==> config.mk <==
export PLATFORM = sky130hd
export DESIGN_NAME = utf8_strict_validator_core
export DESIGN_NICKNAME = d
export VERILOG_FILES = /design/src/rtl/uvc_pkg.sv /design/src/rtl/uvc_front.sv /design/src/rtl/uvc_queue.sv /design/src/rtl/uvc_back.sv /design/src/rtl/utf8_strict_validator_core.sv
export SDC_FILE = /design/constraint.sdc
export NUM_CORES = 1
export LEC_CHECK = 0
export CORE_UTILIZATION = 30
export CTS_CLUSTER_DIAMETER = 50
export CTS_CLUSTER_SIZE = 14
export DETAILED_ROUTE_END_ITERATION = 8
export DONT_BUFFER_PORTS = 1
export SYNTH_ARGS = -nofsm -noshare
export SYNTH_HDL_FRONTEND = slang
export SYNTH_SLANG_ARGS = --single-unit
export TNS_END_PERCENT = 50
==> constraint.sdc <==
create_clock -name clk -period 2.9 [get_ports clk]
set_clock_uncertainty 0.05 [all_clocks]
set_input_delay 0.145 -clock clk [delete_from_list [all_inputs] [get_ports clk]]
set_output_delay 0.145 -clock clk [all_outputs]
set_load 0.01 [all_outputs]
==> src/rtl/uvc_pkg.sv <==
// Shared types and constants for the UTF-8 validator.
package uvc_pkg;

  // Depth of the queue between the classifier and the checker.
  localparam int unsigned QUEUE_DEPTH = 4;

  // Range allowed for the next continuation byte. Codes 5 to 7 never arise
  // and are treated as the full continuation range.
  typedef enum logic [2:0] {
    RNG_ANY  = 3'd0,
    RNG_A0BF = 3'd1,
    RNG_809F = 3'd2,
    RNG_90BF = 3'd3,
    RNG_808F = 3'd4
  } rng_t;

  // Continuation ranges that a byte fits, one bit per range code.
  typedef struct packed {
    logic r808f;
    logic r90bf;
    logic r809f;
    logic ra0bf;
    logic rany;
  } fit_t;

  // One classified byte as it travels from the front to the back.
  typedef struct packed {
    logic       last;
    logic       lead_ok;
    logic [1:0] lead_n;
    rng_t       lead_rng;
    fit_t       fit;
  } cls_word_t;

  localparam logic [7:0] B_7F = 8'h7F;
  localparam logic [7:0] B_80 = 8'h80;
  localparam logic [7:0] B_8F = 8'h8F;
  localparam logic [7:0] B_90 = 8'h90;
  localparam logic [7:0] B_9F = 8'h9F;
  localparam logic [7:0] B_A0 = 8'hA0;
  localparam logic [7:0] B_BF = 8'hBF;
  localparam logic [7:0] B_C1 = 8'hC1;
  localparam logic [7:0] B_C2 = 8'hC2;
  localparam logic [7:0] B_DF = 8'hDF;
  localparam logic [7:0] B_E0 = 8'hE0;
  localparam logic [7:0] B_E1 = 8'hE1;
  localparam logic [7:0] B_EC = 8'hEC;
  localparam logic [7:0] B_ED = 8'hED;
  localparam logic [7:0] B_EE = 8'hEE;
  localparam logic [7:0] B_EF = 8'hEF;
  localparam logic [7:0] B_F0 = 8'hF0;
  localparam logic [7:0] B_F1 = 8'hF1;
  localparam logic [7:0] B_F3 = 8'hF3;
  localparam logic [7:0] B_F4 = 8'hF4;

endpackage

==> src/rtl/uvc_front.sv <==
// Front end: classifies each accepted byte as lead and as continuation.
module uvc_front
  import uvc_pkg::*;
(
  input  logic [7:0] text_byte,
  input  logic       end_of_text,
  output cls_word_t  cls
);

  // Lead decode: number of continuation bytes and the first one's range.
  always_comb begin
    cls.last     = end_of_text;
    cls.lead_ok  = 1'b1;
    cls.lead_n   = 2'd0;
    cls.lead_rng = RNG_ANY;
    case (text_byte) inside
      [8'h00 : B_7F]: cls.lead_n = 2'd0;
      [B_80 : B_C1]:  cls.lead_ok = 1'b0;
      [B_C2 : B_DF]:  cls.lead_n = 2'd1;
      B_E0: begin
        cls.lead_n   = 2'd2;
        cls.lead_rng = RNG_A0BF;
      end
      [B_E1 : B_EC]:  cls.lead_n = 2'd2;
      B_ED: begin
        cls.lead_n   = 2'd2;
        cls.lead_rng = RNG_809F;
      end
      [B_EE : B_EF]:  cls.lead_n = 2'd2;
      B_F0: begin
        cls.lead_n   = 2'd3;
        cls.lead_rng = RNG_90BF;
      end
      [B_F1 : B_F3]:  cls.lead_n = 2'd3;
      B_F4: begin
        cls.lead_n   = 2'd3;
        cls.lead_rng = RNG_808F;
      end
      default:        cls.lead_ok = 1'b0;
    endcase

    // Continuation ranges this byte falls into.
    cls.fit.rany  = (text_byte >= B_80) && (text_byte <= B_BF);
    cls.fit.ra0bf = (text_byte >= B_A0) && (text_byte <= B_BF);
    cls.fit.r809f = (text_byte >= B_80) && (text_byte <= B_9F);
    cls.fit.r90bf = (text_byte >= B_90) && (text_byte <= B_BF);
    cls.fit.r808f = (text_byte >= B_80) && (text_byte <= B_8F);
  end

endmodule

==> src/rtl/uvc_queue.sv <==
// Short queue of classified words between the front and the back.
module uvc_queue
  import uvc_pkg::*;
#(
  parameter int unsigned DEPTH = QUEUE_DEPTH
) (
  input  logic      clk,
  input  logic      rst_n,
  input  logic      push,
  input  cls_word_t push_word,
  output logic      full,
  input  logic      pop,
  output cls_word_t pop_word,
  output logic      empty
);

  localparam int unsigned PW = (DEPTH > 1) ? $clog2(DEPTH) : 1;
  localparam int unsigned CW = $clog2(DEPTH + 1);
  localparam logic [PW-1:0] LAST_IDX = PW'(DEPTH - 1);
  localparam logic [CW-1:0] FULL_CNT = CW'(DEPTH);

  cls_word_t     mem_r [DEPTH];
  logic [PW-1:0] wr_ptr_r, wr_ptr_nxt;
  logic [PW-1:0] rd_ptr_r, rd_ptr_nxt;
  logic [CW-1:0] cnt_r, cnt_nxt;
  logic          do_push, do_pop;

  assign full     = (cnt_r == FULL_CNT);
  assign empty    = (cnt_r == '0);
  assign do_push  = push && !full;
  assign do_pop   = pop && !empty;
  assign pop_word = mem_r[rd_ptr_r];

  // Pointer and fill-count update.
  always_comb begin
    wr_ptr_nxt = wr_ptr_r;
    rd_ptr_nxt = rd_ptr_r;
    cnt_nxt    = cnt_r;
    if (do_push) begin
      wr_ptr_nxt = (wr_ptr_r == LAST_IDX) ? '0 : wr_ptr_r + 1'b1;
    end
    if (do_pop) begin
      rd_ptr_nxt = (rd_ptr_r == LAST_IDX) ? '0 : rd_ptr_r + 1'b1;
    end
    if (do_push && !do_pop) begin
      cnt_nxt = cnt_r + 1'b1;
    end else if (do_pop && !do_push) begin
      cnt_nxt = cnt_r - 1'b1;
    end
  end

  always_ff @(posedge clk) begin
    if (!rst_n) begin
      wr_ptr_r <= '0;
      rd_ptr_r <= '0;
      cnt_r    <= '0;
    end else begin
      wr_ptr_r <= wr_ptr_nxt;
      rd_ptr_r <= rd_ptr_nxt;
      cnt_r    <= cnt_nxt;
    end
  end

  // Storage needs no reset.
  always_ff @(posedge clk) begin
    if (do_push) begin
      mem_r[wr_ptr_r] <= push_word;
    end
  end

endmodule

==> src/rtl/uvc_back.sv <==
// Back end: sequence tracking, sticky error and the registered result word.
module uvc_back
  import uvc_pkg::*;
(
  input  logic      clk,
  input  logic      rst_n,
  input  cls_word_t cls,
  input  logic      cls_avail,
  output logic      cls_pop,
  output logic      ok_so_far,
  output logic      verdict_final,
  output logic      res_valid,
  input  logic      res_ready
);

  logic [1:0] pend_r, pend_nxt;
  rng_t       rng_r, rng_nxt;
  logic       err_r, err_nxt;
  logic       ok_r, ok_nxt;
  logic       fin_r, fin_nxt;
  logic       vld_r, vld_nxt;
  logic       fit;
  logic       pend_after;

  // The output register takes a new word when it is empty or being drained.
  assign cls_pop = cls_avail && (!vld_r || res_ready);

  // Does the byte fit the range the current sequence allows?
  always_comb begin
    case (rng_r)
      RNG_A0BF: fit = cls.fit.ra0bf;
      RNG_809F: fit = cls.fit.r809f;
      RNG_90BF: fit = cls.fit.r90bf;
      RNG_808F: fit = cls.fit.r808f;
      default:  fit = cls.fit.rany;
    endcase
  end

  // Next state of the checker for the word being popped.
  always_comb begin
    pend_nxt   = pend_r;
    rng_nxt    = rng_r;
    err_nxt    = err_r;
    ok_nxt     = ok_r;
    fin_nxt    = fin_r;
    vld_nxt    = vld_r && !res_ready;
    pend_after = 1'b0;
    if (cls_pop) begin
      if (!err_r) begin
        if (pend_r != 2'd0) begin
          if (fit) begin
            pend_nxt = pend_r - 2'd1;
            rng_nxt  = RNG_ANY;
          end else begin
            err_nxt = 1'b1;
          end
        end else if (cls.lead_ok) begin
          pend_nxt = cls.lead_n;
          rng_nxt  = cls.lead_rng;
        end else begin
          err_nxt = 1'b1;
        end
        if (err_nxt) begin
          pend_nxt = 2'd0;
          rng_nxt  = RNG_ANY;
        end
      end
      pend_after = (pend_nxt != 2'd0);
      ok_nxt     = !err_nxt && !(cls.last && pend_after);
      fin_nxt    = cls.last;
      vld_nxt    = 1'b1;
      // Re-arm for the next text after its last byte.
      if (cls.last) begin
        pend_nxt = 2'd0;
        rng_nxt  = RNG_ANY;
        err_nxt  = 1'b0;
      end
    end
  end

  always_ff @(posedge clk) begin
    if (!rst_n) begin
      pend_r <= 2'd0;
      rng_r  <= RNG_ANY;
      err_r  <= 1'b0;
      vld_r  <= 1'b0;
    end else begin
      pend_r <= pend_nxt;
      rng_r  <= rng_nxt;
      err_r  <= err_nxt;
      vld_r  <= vld_nxt;
    end
  end

  // Result payload needs no reset.
  always_ff @(posedge clk) begin
    ok_r  <= ok_nxt;
    fin_r <= fin_nxt;
  end

  assign ok_so_far     = ok_r;
  assign verdict_final = fin_r;
  assign res_valid     = vld_r;

endmodule

==> src/rtl/utf8_strict_validator_core.sv <==
// Top level of the strict UTF-8 validator: classifier, queue and checker.
//
//  Channel | Direction | tdata (low bit up)     | tlast
//  in_     | slave     | [7:0] text_byte        | end_of_text
//  out_    | master    | [0] ok_so_far, 7'b0    | verdict_final
//
// One byte is accepted per cycle while in_tready is high, and one result
// word leaves per cycle while out_tready is high. A result passes through
// the queue and then the output register of the checker. Reset (rst_n low,
// synchronous) empties the queue and clears the checker state and the output
// valid. When out_tready is low the queue absorbs up to its depth of words
// before in_tready drops.
module utf8_strict_validator_core
  import uvc_pkg::*;
#(
  parameter int unsigned QDEPTH = QUEUE_DEPTH
) (
  input  logic       clk,
  input  logic       rst_n,
  input  logic       in_tvalid,
  output logic       in_tready,
  input  logic [7:0] in_tdata,   // [7:0] text_byte
  input  logic       in_tlast,
  output logic       out_tvalid,
  input  logic       out_tready,
  output logic [7:0] out_tdata,  // [0] ok_so_far, [7:1] zero
  output logic       out_tlast
);

  cls_word_t front_word, back_word;
  logic      q_full, q_empty, q_pop;
  logic      ok_so_far;

  uvc_front u_front (
    .text_byte   (in_tdata),
    .end_of_text (in_tlast),
    .cls         (front_word)
  );

  uvc_queue #(
    .DEPTH (QDEPTH)
  ) u_queue (
    .clk       (clk),
    .rst_n     (rst_n),
    .push      (in_tvalid),
    .push_word (front_word),
    .full      (q_full),
    .pop       (q_pop),
    .pop_word  (back_word),
    .empty     (q_empty)
  );

  uvc_back u_back (
    .clk           (clk),
    .rst_n         (rst_n),
    .cls           (back_word),
    .cls_avail     (!q_empty),
    .cls_pop       (q_pop),
    .ok_so_far     (ok_so_far),
    .verdict_final (out_tlast),
    .res_valid     (out_tvalid),
    .res_ready     (out_tready)
  );

  assign in_tready = !q_full;
  assign out_tdata = {7'b0, ok_so_far};

endmodule
==> qor.csv, run 1 <==
stage;metric;value;unit
logic_synthesis;yosys_warnings;0;
finish;drive_above_1_share;0.145;
power;powerDensity;870;nW/um2
critical_path;cp_top_family;simple AND/OR/NAND/NOR gates;
clocking;insertion_delay;0.34;ns
power;cellInternalPower;1.97;mW
sta;rsz0062_at_grt;no;
finish;n_fill_cell;994;
logic_synthesis;synth-edff-count;50;
detailed_routing;vias_per_cell;4.71;
critical_path;endpoint_kind;flip-flop;
placed_design;place_congestion;0.848;
min_path;hp-class;in2reg;
critical_path;cp.arrival;2.51;ns
sta;fin_tns_setup;0;ns
job;maxCapViolations;0;
status;outcome;complete, no violations;
logic_synthesis;netlist_area;3000;um2
logic_synthesis;synthCells;226;
global_routing;grt-ovfl-total;0;
detailed_routing;drt_iter0_markers;55;
global_routing;grt_pass1_vias;1746;
power;swShare;0.325;
global_routing;antenna_found_initial;0;
global_routing;grt_pass1_wl;8.57;mm
critical_path;crit_path_max_fanout;6;
logic_synthesis;ys_types;49;
die;start_util;0.308;
critical_path;crit_chain;nor2_1 -> nand2_1 -> and2_1 -> ha_1 -> inv_1 -> fa_1 -> xor2_1 -> or3_1 -> a21oi_1;
sta;fmax;438;MHz
die;io_pins;24;
clocking;post_cts_resize_count;0;
detailed_routing;drc;0;
sta;worst_slew_pin_slew;0.657;ns
sta;drv_slew;0;
critical_path;worstPathRequired;3.13;ns
global_routing;grt_max_degree;14;
logic_synthesis;ys.flop_type;edfxtp_1;
detailed_routing;wl;5.24;mm
die;fp.dieH;102;um
clocking;tritoncts;yes;
sta;fin_crit;2.28;ns
detailed_routing;antenna_left;0;
sta;finalHoldViolations;0;
clocking;cts_root_buf;clkbuf_8;
finish;fin_util;0.345;
sta;finalSetupViolations;0;
logic_synthesis;yosysSeqAreaShare;0.607;
clocking;clk_pin_slew;0.08;ns
die;coreArea;9730;um2
placed_design;place_ws;0.622;ns
placed_design;io_buffers;0;
finish;layout.cells.most_common;edfxtp_1;
power;vdd_drop_max;0.354;mV
critical_path;cpMaxStageDelayCell;dfxtp_1;
critical_path;worstSetupPathType;reg2reg;
power;seq_power_share;0.450;
critical_path;max_stage_delay;0.43;ns
power;power_frac_comb;0.286;
finish;diodes;0;
logic_synthesis;syn_area_per_cell;13.3;um2
finish;nets;257;
critical_path;critPathBufInv;1;
clocking;clockBufferDepth;2;
sta;slew_headroom;0.562;
detailed_routing;wl_per_cell;14.0;um
placed_design;hpwl;3.60;mm
detailed_routing;drt_first_pass_iters;4;
finish;mostFrequentLayoutCells;50 x edfxtp_1, 23 x nor2_1, 16 x dfxtp_1;
critical_path;start_kind;flip-flop;
sta;min_period_over_period;0.787;
die;dieWidth;102;um
power;p_sw;948;uW
clocking;cts_sinks;66;
clocking;cts_setup_buffers;0;
power;clkPwrFrac;0.263;
clocking;hold_buffers;6;
die;die_area;10400;um2
logic_synthesis;ys_async_sr_fraction;0;
logic_synthesis;synth-seq-cells;66;
sta;layout_setup_ws;0.619;ns
global_routing;grtUsageTotal;0.112;
power;leakagePower;1.16;nW
detailed_routing;vias;1760;
die;placementRows;36;
clocking;numCtsBuffers;9;
clocking;cts_max_level;3;
finish;syn_to_final_growth;11.8;%
[cells in the mapped netlist (2+ instances only)]
library cell  number  area, um2
edfxtp_1          50       1500
nor2_1            23       86.3
dfxtp_1           16        320
inv_1             13       48.8
nand2_1           11       41.3
mux4_2            10        225
a21oi_1            8       40.0
buf_4              8       60.1
nand3_1            8       40.0
ha_1               7       87.6
nor3_1             7       35.0
o21ai_0            6       30.0
and3_1             5       31.3
mux2i_1            5       50.1
clkbuf_1           4       15.0
buf_6              3       33.8
nand2b_1           3       18.8
or3b_1             3       26.3
a211oi_1           2       15.0
and2_1             2       12.5
mux2_2             2       22.5
nor4_1             2       12.5
xor2_1             2       17.5
[power groups by stage]
stage | clock network, mW | registers [mW] | logic [mW]
final | 0.769 | 1.31 | 0.835
after global routing | 0.831 | 1.34 | 0.930
after CTS | 0.788 | 1.32 | 0.838
after detailed placement | 0 | 1.34 | 0.828
after global placement | 0 | 1.33 | 0.814
after floorplan | 0 | 1.26 | 0.757
[metrics by stage]
stage / instance area, um2 / hold slack, ns / power, mW / instances
floorplan: 3020 / 0.194 / 2.02 / 232
global placement: 3090 / 0.194 / 2.15 / 352
detailed placement: 3090 / 0.194 / 2.17 / 352
CTS: 3350 / 0.0198 / 2.94 / 374
global route: 3350 / 0.0315 / 3.10 / 374
finish: 3350 / 0.0404 / 2.92 / 374
[cell families (layout without fill, tap and decap cells)]
kind of cell / after synthesis / after routing / share of synthesized area
simple gates: 71 / 71 / 0.117
flops: 66 / 66 / 0.607
compound gates: 32 / 32 / 0.0759
buf+inv: 28 / 37 / 0.0526
mux: 18 / 18 / 0.104
fa+ha+maj: 8 / 8 / 0.0359
xor+xnor: 2 / 2 / 0.00584
other cells: 1 / 7 / 0.00125
[registers in the layout, indices dropped and copies added, names as in the netlist, named ones only]
| signal | flops |
|---|---|
| u_queue.mem_r | 48 |
| u_back.rng_r | 3 |
| u_queue.cnt_r | 3 |
| u_back.pend_r | 2 |
| u_queue.rd_ptr_r | 2 |
| u_queue.wr_ptr_r | 2 |
| u_back.err_r | 1 |
| u_back.ok_so_far | 1 |
| u_back.res_valid | 1 |
| u_back.verdict_final | 1 |
[area by class of cell]
class / count / area, um2 / area share
clock buffer: 9 / 124 / 0.0369
clock inverter: 7 / 76.3 / 0.0228
multi-input combinational: 138 / 1040 / 0.311
inverter: 13 / 48.8 / 0.0145
tap: 133 / 166 / 0.0496
timing repair buffer: 8 / 75.1 / 0.0224
sequential: 66 / 1820 / 0.543
[layer usage]
layer	global-route usage	wire length (um)	vias up
li1	-	-	847
met5	0	0	-
met2	0.167	2390	45
met3	0.0438	226	10
met4	0.0473	86	0
met1	0.145	2540	858
[worst reg2reg max path, delay by kind of cell, from the launching register on]
| family | cells | cell delay [ns] |
|---|---|---|
| AND/OR/NAND/NOR | 4 | 0.83 |
| adder cells (fa/ha/maj) | 2 | 0.57 |
| buffers and inverters | 1 | 0.06 |
| XOR/XNOR | 1 | 0.15 |
| AO/OA/AOI/OAI | 1 | 0.13 |
| flip-flops | 1 | 0.43 |
[path summary, 6_finish.rpt]
| path | startpoint | end | slack, ns | cells past startpoint |
|---|---|---|---|---|
| worst min register to register | u_queue.rd_ptr_r[1]$_SDFFE_PN0P_ | flip-flop | 0.43 | 2 |
| worst min-delay path | in_tdata[4] | u_queue.mem_r[1][9]$_DFFE_PP_ | 0.04 | 1 |
| worst max-delay path | u_queue.cnt_r[0]$_SDFFE_PN0P_ | u_queue.cnt_r[2]$_SDFFE_PN0P_ | 0.62 | 9 |
| worst max register to register | u_queue.cnt_r[0]$_SDFFE_PN0P_ | u_queue.cnt_r[2]$_SDFFE_PN0P_ | 0.62 | 9 |
Note: power is estimated with default switching activity, not from simulation.
==> run 2, diff against run 1 <==
--- a/config.mk
+++ b/config.mk
@@ -5,6 +5,7 @@
 export SDC_FILE = /design/constraint.sdc
 export NUM_CORES = 1
 export LEC_CHECK = 0
+export ABC_AREA = 1
 export CORE_UTILIZATION = 30
 export CTS_CLUSTER_DIAMETER = 50
 export CTS_CLUSTER_SIZE = 14
==> constraint.sdc (replaced) <==
create_clock -name clk -period 1.8 [get_ports clk]
set_clock_uncertainty 0.05 [all_clocks]
set_input_delay 0.09 -clock clk [delete_from_list [all_inputs] [get_ports clk]]
set_output_delay 0.09 -clock clk [all_outputs]
set_load 0.01 [all_outputs]
==> run 2 against run 1 <==
  * The flow now finishes with violations (negative setup slack)
  * Fmax increased by 27%
  * Sequential share of layout area down 8.1 points
  * Hold slack worse by 0.019 ns
  * Global-route usage increased by 1.6 points
  * Setup slack worse by 0.62 ns
  * Highest routed layer unchanged
==> qor.csv, run 2 <==
stage;metric;value;unit;change
sta;fmax;555;MHz;+27%
clocking;tritoncts;yes;;
power;swShare;0.380;;+0.0549
finish;drive_above_1_share;0.229;;+0.0842
critical_path;crit_path_max_fanout;2;;-4
min_path;whs_path_depth;2;;+1
critical_path;start_kind;flip-flop;;
power;p_sw;2.43;mW;+160%
critical_path;endpoint_kind;flip-flop;;
logic_synthesis;synthTopCellsByArea;edfxtp_1 47%, dfxtp_1 9.9%, nand2_1 7.6%, inv_1 5.4%, nor2_1 4.5%;;
sta;rsz0062_at_grt;yes;;
critical_path;max_stage_delay;0.38;ns;-0.05 ns
detailed_routing;wl_per_cell;12.4;um;-12%
clocking;insertion_delay;0.34;ns;about the same
power;seq_power_share;0.332;;-0.118
die;die_area;11200;um2;+7.3%
logic_synthesis;yosysSeqAreaShare;0.565;;-0.0420
finish;stdcell_area;3950;um2;+18%
die;placementRows;37;;+2.8%
critical_path;cpMaxStageDelayCell;fa_2;;
detailed_routing;vias;2334;;+33%
finish;nets;404;;+57%
min_path;hp-class;in2reg;;
detailed_routing;wl;6.48;mm;+24%
die;dieWidth;106;um;+3.6%
global_routing;antenna_found_initial;0;;unchanged
power;powerDensity;1620;nW/um2;+86%
power;power_frac_comb;0.450;;+0.164
finish;largest_reg_flops;48;;unchanged
power;clkPwrFrac;0.218;;-0.045
sta;slew_headroom;0.621;;+0.0593
power;vdd_drop_max;0.624;mV;+76%
placed_design;hpwl;4.47;mm;+24%
logic_synthesis;yosys_warnings;0;;unchanged
logic_synthesis;yosysTopAreaCell;edfxtp_1;;
global_routing;grt_max_degree;16;;+2
logic_synthesis;synth-edff-count;50;;unchanged
detailed_routing;drt_first_pass_iters;4;;unchanged
sta;finalHoldViolations;0;;unchanged
status;outcome;complete, but fails checks;;
job;maxCapViolations;0;;unchanged
logic_synthesis;ys.flop_type;edfxtp_1;;
finish;top_regs;u_queue.mem_r: 48 flops, u_back.rng_r: 3 flops, u_queue.cnt_r: 3 flops;;
critical_path;worstReg2RegStart;u_queue.cnt_r[2]$_SDFFE_PN0P_;;
clocking;clockBufferDepth;2;;unchanged
min_path;hold_end;u_queue.mem_r[0][3]$_DFFE_PP_;;
finish;diodes;0;;unchanged
finish;mostFrequentLayoutCells;62 x nand2_1, 50 x edfxtp_1, 42 x inv_1;;
critical_path;rr_worst_depth;10;;+1
logic_synthesis;synth_most_common_cell;nand2_1;;
logic_synthesis;ys_types;35;;-29%
die;start_util;0.311;;+0.00243
logic_synthesis;syn_area_per_cell;9.48;um2;-29%
finish;max_flop_register;u_queue.mem_r;;
sta;fin_crit;1.80;ns;-0.479 ns
placed_design;placed_area;3520;um2;+14%
clocking;cts_root_buf;clkbuf_8;;
sta;layout_setup_ws;-0.00260;ns;-0.621 ns
logic_synthesis;synth-seq-cells;66;;unchanged
logic_synthesis;synthCells;340;;+50%
status;violations;negative setup slack;;
die;coreArea;10400;um2;+6.6%
detailed_routing;antenna_left;0;;unchanged
die;io_pins;24;;unchanged
critical_path;worstReg2RegEnd;u_queue.cnt_r[2]$_SDFFE_PN0P_;;
clocking;cts_sinks;66;;unchanged
detailed_routing;drc;0;;unchanged
critical_path;reg2reg_slack;-0.003;ns;-0.62 ns
clocking;numCtsBuffers;9;;unchanged
power;cellInternalPower;3.97;mW;+100%
global_routing;grtUsageTotal;0.128;;+0.0162
sta;min_period_over_period;1.00;;+0.215
critical_path;worstPathRequired;1.98;ns;-1.15 ns
clocking;clk_pin_slew;0.08;ns;about the same
die;fp.dieH;106;um;+3.6%
logic_synthesis;ys_async_sr_fraction;0;;unchanged
critical_path;worstSetupPathType;reg2reg;;
detailed_routing;drt_iter0_markers;64;;+16%
global_routing;grt_pass1_wl;11.0;mm;+28%
sta;finalSetupViolations;2;;+2
critical_path;cp.arrival;1.99;ns;-0.52 ns
global_routing;grt_pass1_vias;2352;;+35%
finish;syn_to_final_growth;22.6;%;
power;leakagePower;1.67;nW;+44%
sta;worst_slew_pin_slew;0.562;ns;-0.0949 ns
clocking;cts_max_level;3;;unchanged
detailed_routing;vias_per_cell;4.45;;-5.3%
logic_synthesis;synth_commonest_cells;65 x nand2_1, 50 x edfxtp_1, 46 x inv_1, 39 x nor2_1, 20 x o21ai_0;;
logic_synthesis;netlist_area;3220;um2;+7.4%
sta;drv_slew;0;;unchanged
critical_path;timing.critical_path.mode_cell;inv_2;;
placed_design;io_buffers;0;;unchanged
logic_synthesis;yosys.area.top_type_share;0.466;;-0.0346
placed_design;place_congestion;0.784;;-7.5%
finish;layout.cells.most_common;nand2_1;;
global_routing;grt-ovfl-total;0;;unchanged
critical_path;crit_chain;nor3_4 -> nor2_2 -> inv_2 -> ha_4 -> inv_2 -> fa_2 -> a21oi_2 -> o21ai_2 -> o21ai_1 -> a21oi_1;;
finish;fin_util;0.381;;+0.0361
sta;fin_tns_setup;-0.00321;ns;-0.00321 ns
min_path;min_from;in_tdata[5];;
[run 2: cell types whose count changed in the layout (fill, tap and decap cells not counted), moves of 9 or more]
cell     change
nand2_1     +51
mux4_2      -10
inv_1       +29
o21ai_0      +9
buf_4       +24
nand2_2     +10
o21ai_1      +9
nor2_1      +15
[run 2: power by group through the flow]
stage / sequential (mW) / combinational, mW / clock [mW]
after global placement: 2.14 / 2.55 / 0
after CTS: 2.12 / 2.76 / 1.44
final: 2.12 / 2.88 / 1.40
after global routing: 2.15 / 3.23 / 1.50
after floorplan: 2.11 / 1.91 / 0
after detailed placement: 2.14 / 2.62 / 0
[run 2: repair_timing]
| item | 4_1_cts | 5_1_grt |
|---|---|---|
| pin swaps | 1 | 7 |
| buffers inserted | 1 | 0 |
| hold endpoints to repair | 36 | 0 |
| setup endpoints to repair | 3 | 12 |
| resized for setup | 11 | 13 |
| hold buffers | 13 | 0 |
[run 2: routing by layer]
layer	global-route usage	vias up	routed length, um
li1	-	1197	-
met1	0.158	1080	3030
met2	0.215	47	3100
met3	0.0303	10	240
met4	0.0516	0	114
met5	0	-	0
[run 2: logic make-up after synthesis]
family | share of synthesized area
AO/OA/AOI/OAI | 0.0843
adder cells (fa/ha/maj) | 0.0334
other | 0.00116
flip-flops | 0.565
AND/OR/NAND/NOR | 0.214
buffers and inverters | 0.102
[run 2: worst max path at each step]
stage          slack (ns)                     startpoint                            end
6_report           -0.003  u_queue.cnt_r[2]$_SDFFE_PN0P_  u_queue.cnt_r[2]$_SDFFE_PN0P_
5_1_grt             -0.18                      flip-flop     u_back.ok_so_far$_DFFE_PP_
4_1_cts             -0.01                      flip-flop  u_back.pend_r[1]$_SDFFE_PN0P_
3_5_place_dp        -0.05  u_queue.cnt_r[2]$_SDFFE_PN0P_  u_queue.cnt_r[2]$_SDFFE_PN0P_
3_3_place_gp        0.006  u_queue.cnt_r[2]$_SDFFE_PN0P_  u_queue.cnt_r[2]$_SDFFE_PN0P_
2_1_floorplan       -0.02  u_queue.cnt_r[2]$_SDFFE_PN0P_  u_queue.cnt_r[2]$_SDFFE_PN0P_
[run 2: area by class of cell]
cell class                 count  area, um2
inverter                      49        191
fill                        1008       6420
multi-input combinational    215       1160
timing repair buffer          42        377
clock buffer                   9        124
tap                          136        170
sequential                    66       1830
clock inverter                 7        100
[run 2: metrics by stage]
stage          hold WS (ns)  instances  setup WS, ns  power, mW
2_1_floorplan         0.139        346       -0.0183       4.02
3_3_place_gp          0.139        494       0.00650       4.69
3_5_place_dp          0.139        494       -0.0458       4.75
4_1_cts             0.00522        524       -0.0103       6.32
5_1_grt              0.0172        524        -0.178       6.88
6_report             0.0217        524      -0.00260       6.40
[run 2: worst max-delay path: cells and delay by family, from the launching register on]
kind	cells	cell delay [ns]
adder cells (fa/ha/maj)	2	0.50
buffers and inverters	2	0.12
AO/OA/AOI/OAI	4	0.41
AND/OR/NAND/NOR	2	0.28
flip-flops	1	0.34
==> run 3, diff against run 2 <==
--- a/config.mk
+++ b/config.mk
@@ -11,6 +11,7 @@
 export CTS_CLUSTER_SIZE = 14
 export DETAILED_ROUTE_END_ITERATION = 8
 export DONT_BUFFER_PORTS = 1
+export RECOVER_POWER = 100
 export SYNTH_ARGS = -nofsm -noshare
 export SYNTH_HDL_FRONTEND = slang
 export SYNTH_SLANG_ARGS = --single-unit
==> constraint.sdc (replaced) <==
create_clock -name clk -period 1.8 [get_ports clk]
set_clock_uncertainty 0.05 [all_clocks]
set_input_delay 0.36 -clock clk [delete_from_list [all_inputs] [get_ports clk]]
set_output_delay 0.36 -clock clk [all_outputs]
set_load 0.01 [all_outputs]
==> run 3 against run 2 <==
  * The flow still finishes with violations (negative setup slack)
  * Combinational power up 2%
  * Clock power down 9%
  * Register-to-register slack worse by 0.04 ns
  * Cell count down 1.5%
  * Sequential share of layout area up 1.1 points
==> qor.csv, run 3 (synthesized netlist as in run 2, its figures left out) <==
stage;metric;value;unit;change
die;die_area;11200;um2;unchanged
finish;fin_util;0.372;;-0.00857
finish;max_flop_register;u_queue.mem_r;;
sta;hold_ws;0.0566;ns;+0.0349 ns
clocking;tritoncts;yes;;
critical_path;timing.critical_path.mode_cell;nand2_1;;
critical_path;rr_worst_depth;12;;+2
detailed_routing;drc;0;;unchanged
placed_design;io_buffers;0;;unchanged
critical_path;start_kind;flip-flop;;
critical_path;max_stage_delay;0.40;ns;+0.02 ns
detailed_routing;antenna_left;0;;unchanged
global_routing;grt-ovfl-total;0;;unchanged
finish;top_regs;u_queue.mem_r: 48 flops, u_back.rng_r: 3 flops, u_queue.cnt_r: 3 flops;;
min_path;min_from;in_tlast;;
finish;drive_above_1_share;0.253;;+0.0233
clocking;clockBufferDepth;2;;unchanged
critical_path;worstSetupPathType;reg2reg;;
critical_path;crit_path_max_fanout;8;;+6
critical_path;endpoint_kind;flip-flop;;
sta;rsz0062_at_grt;yes;;
sta;finalHoldViolations;0;;unchanged
global_routing;grt_max_degree;16;;unchanged
finish;diodes;0;;unchanged
clocking;cts_max_level;3;;unchanged
power;total_power;6.38;mW;-0.38%
sta;drv_slew;0;;unchanged
finish;nets;396;;-2.0%
detailed_routing;drt_first_pass_iters;4;;unchanged
detailed_routing;vias;2305;;-1.2%
critical_path;crit_chain;buf_12 -> inv_12 -> nand2_1 -> nand3_2 -> nand2_4 -> inv_4 -> o211ai_1 -> nand4_1 -> buf_4 -> o21ai_2 -> nand2_1 -> a21oi_2;;
status;violations;negative setup slack;;
finish;syn_to_final_growth;19.8;%;
status;outcome;complete, but fails checks;;
detailed_routing;wl_per_cell;12.8;um;+3.4%
detailed_routing;vias_per_cell;4.47;;+0.29%
sta;layout_setup_ws;-0.0414;ns;-0.0388 ns
detailed_routing;drt_iter0_markers;70;;+9.4%
clocking;insertion_delay;0.35;ns;about the same
finish;seq_area;1830;um2;about the same
min_path;whs_path_depth;0;;-2
sta;finalSetupViolations;2;;unchanged
critical_path;reg2reg_slack;-0.04;ns;-0.04 ns
sta;fmax;543;MHz;-2.1%
sta;min_period_over_period;1.02;;+0.0215
die;io_pins;24;;unchanged
clocking;cts_sinks;66;;unchanged
finish;mostFrequentLayoutCells;57 x nand2_1, 50 x edfxtp_1, 42 x inv_1;;
critical_path;worstReg2RegEnd;u_back.pend_r[1]$_SDFFE_PN0P_;;
finish;layout.cells.most_common;nand2_1;;
critical_path;cp_top_family;simple AND/OR/NAND/NOR gates;;
critical_path;critPathBufInv;4;;+2
die;dieWidth;106;um;unchanged
die;start_util;0.311;;unchanged
sta;fin_tns_setup;-0.0649;ns;-0.0617 ns
job;maxCapViolations;0;;unchanged
finish;n_fill_cell;1045;;+3.7%
clocking;hold_buffers;0;;-13
power;powerDensity;1650;nW/um2;+1.9%
global_routing;antenna_found_initial;0;;unchanged
finish;largest_reg_flops;48;;unchanged
clocking;numCtsBuffers;9;;unchanged
placed_design;hpwl;4.44;mm;-0.86%
min_path;hold_end;u_queue.mem_r[2][11]$_DFFE_PP_;;
detailed_routing;wl;6.60;mm;+1.8%
critical_path;cp.arrival;2.07;ns;+0.08 ns
min_path;hp-class;in2reg;;
global_routing;grt_pass1_vias;2206;;-6.2%
global_routing;grtUsageTotal;0.124;;-0.00395
critical_path;cpMaxStageDelayCell;dfxtp_4;;
power;vdd_drop_max;0.703;mV;+13%
die;fp.dieH;106;um;unchanged
clocking;cts_root_buf;clkbuf_8;;
critical_path;worstPathRequired;2.03;ns;+0.05 ns
clocking;clk_pin_slew;0.08;ns;about the same
placed_design;place_ws;-0.0415;ns;+0.00431 ns
global_routing;grt_pass1_wl;10.5;mm;-4.3%
finish;multiInputGateArea;1180;um2;+1.9%
die;coreArea;10400;um2;unchanged
die;placementRows;37;;unchanged
sta;fin_crit;1.84;ns;+0.0388 ns
placed_design;place_congestion;0.789;;+0.60%
power;leakagePower;1.63;nW;-2.7%
## run 3: layout make-up
type	instances	area share
Sequential cell	66	0.473
Timing Repair Buffer	33	0.0700
Timing Repair inverter	1	0.00227
Clock inverter	7	0.0201
Tap cell	136	0.0441
Clock buffer	9	0.0321
Inverter	49	0.0515
Multi-Input combinational cell	215	0.307
## run 3: metrics by stage
stage	instances	instance area, um2
after CTS	512	3770
after global routing	516	3860
final	516	3860
after detailed placement	495	3530
after floorplan	346	3260
after global placement	495	3530
## run 3: report_power, final
group | switching, mW | total, mW | leakage [nW] | internal, mW
combinational | 1.71 | 2.95 | 0.907 | 1.25
clock | 0.622 | 1.27 | 0.100 | 0.651
sequential | 0.200 | 2.15 | 0.619 | 1.95
total | 2.53 | 6.38 | 1.63 | 3.85
## run 3: repair_timing
action	in CTS	in global routing
setup endpoints to repair	3	7
pin swaps	3	18
resized for setup	10	27
buffers inserted	1	1
gates cloned	0	3
## run 3: worst max path at each step
stage                                   from                            end  slack (ns)  cells past startpoint
2_1_floorplan  u_queue.cnt_r[2]$_SDFFE_PN0P_  u_queue.cnt_r[2]$_SDFFE_PN0P_       -0.02                     10
3_3_place_gp   u_queue.cnt_r[2]$_SDFFE_PN0P_  u_queue.cnt_r[2]$_SDFFE_PN0P_       0.007                     10
3_5_place_dp                       flip-flop  u_back.pend_r[1]$_SDFFE_PN0P_       -0.04                     13
4_1_cts                            flip-flop  u_back.pend_r[1]$_SDFFE_PN0P_       0.002                     13
5_1_grt                            flip-flop  u_back.pend_r[1]$_SDFFE_PN0P_       -0.17                     12
6_report                           flip-flop  u_back.pend_r[1]$_SDFFE_PN0P_       -0.04                     12
## run 3: metal layers
layer  up-vias  routed length [um]  global-route usage
li1       1186                   -                   -
met1      1051                3010               0.157
met2        61                3160               0.200
met3         7                 364              0.0390
met4         0                  62              0.0437
met5         -                   0                   0
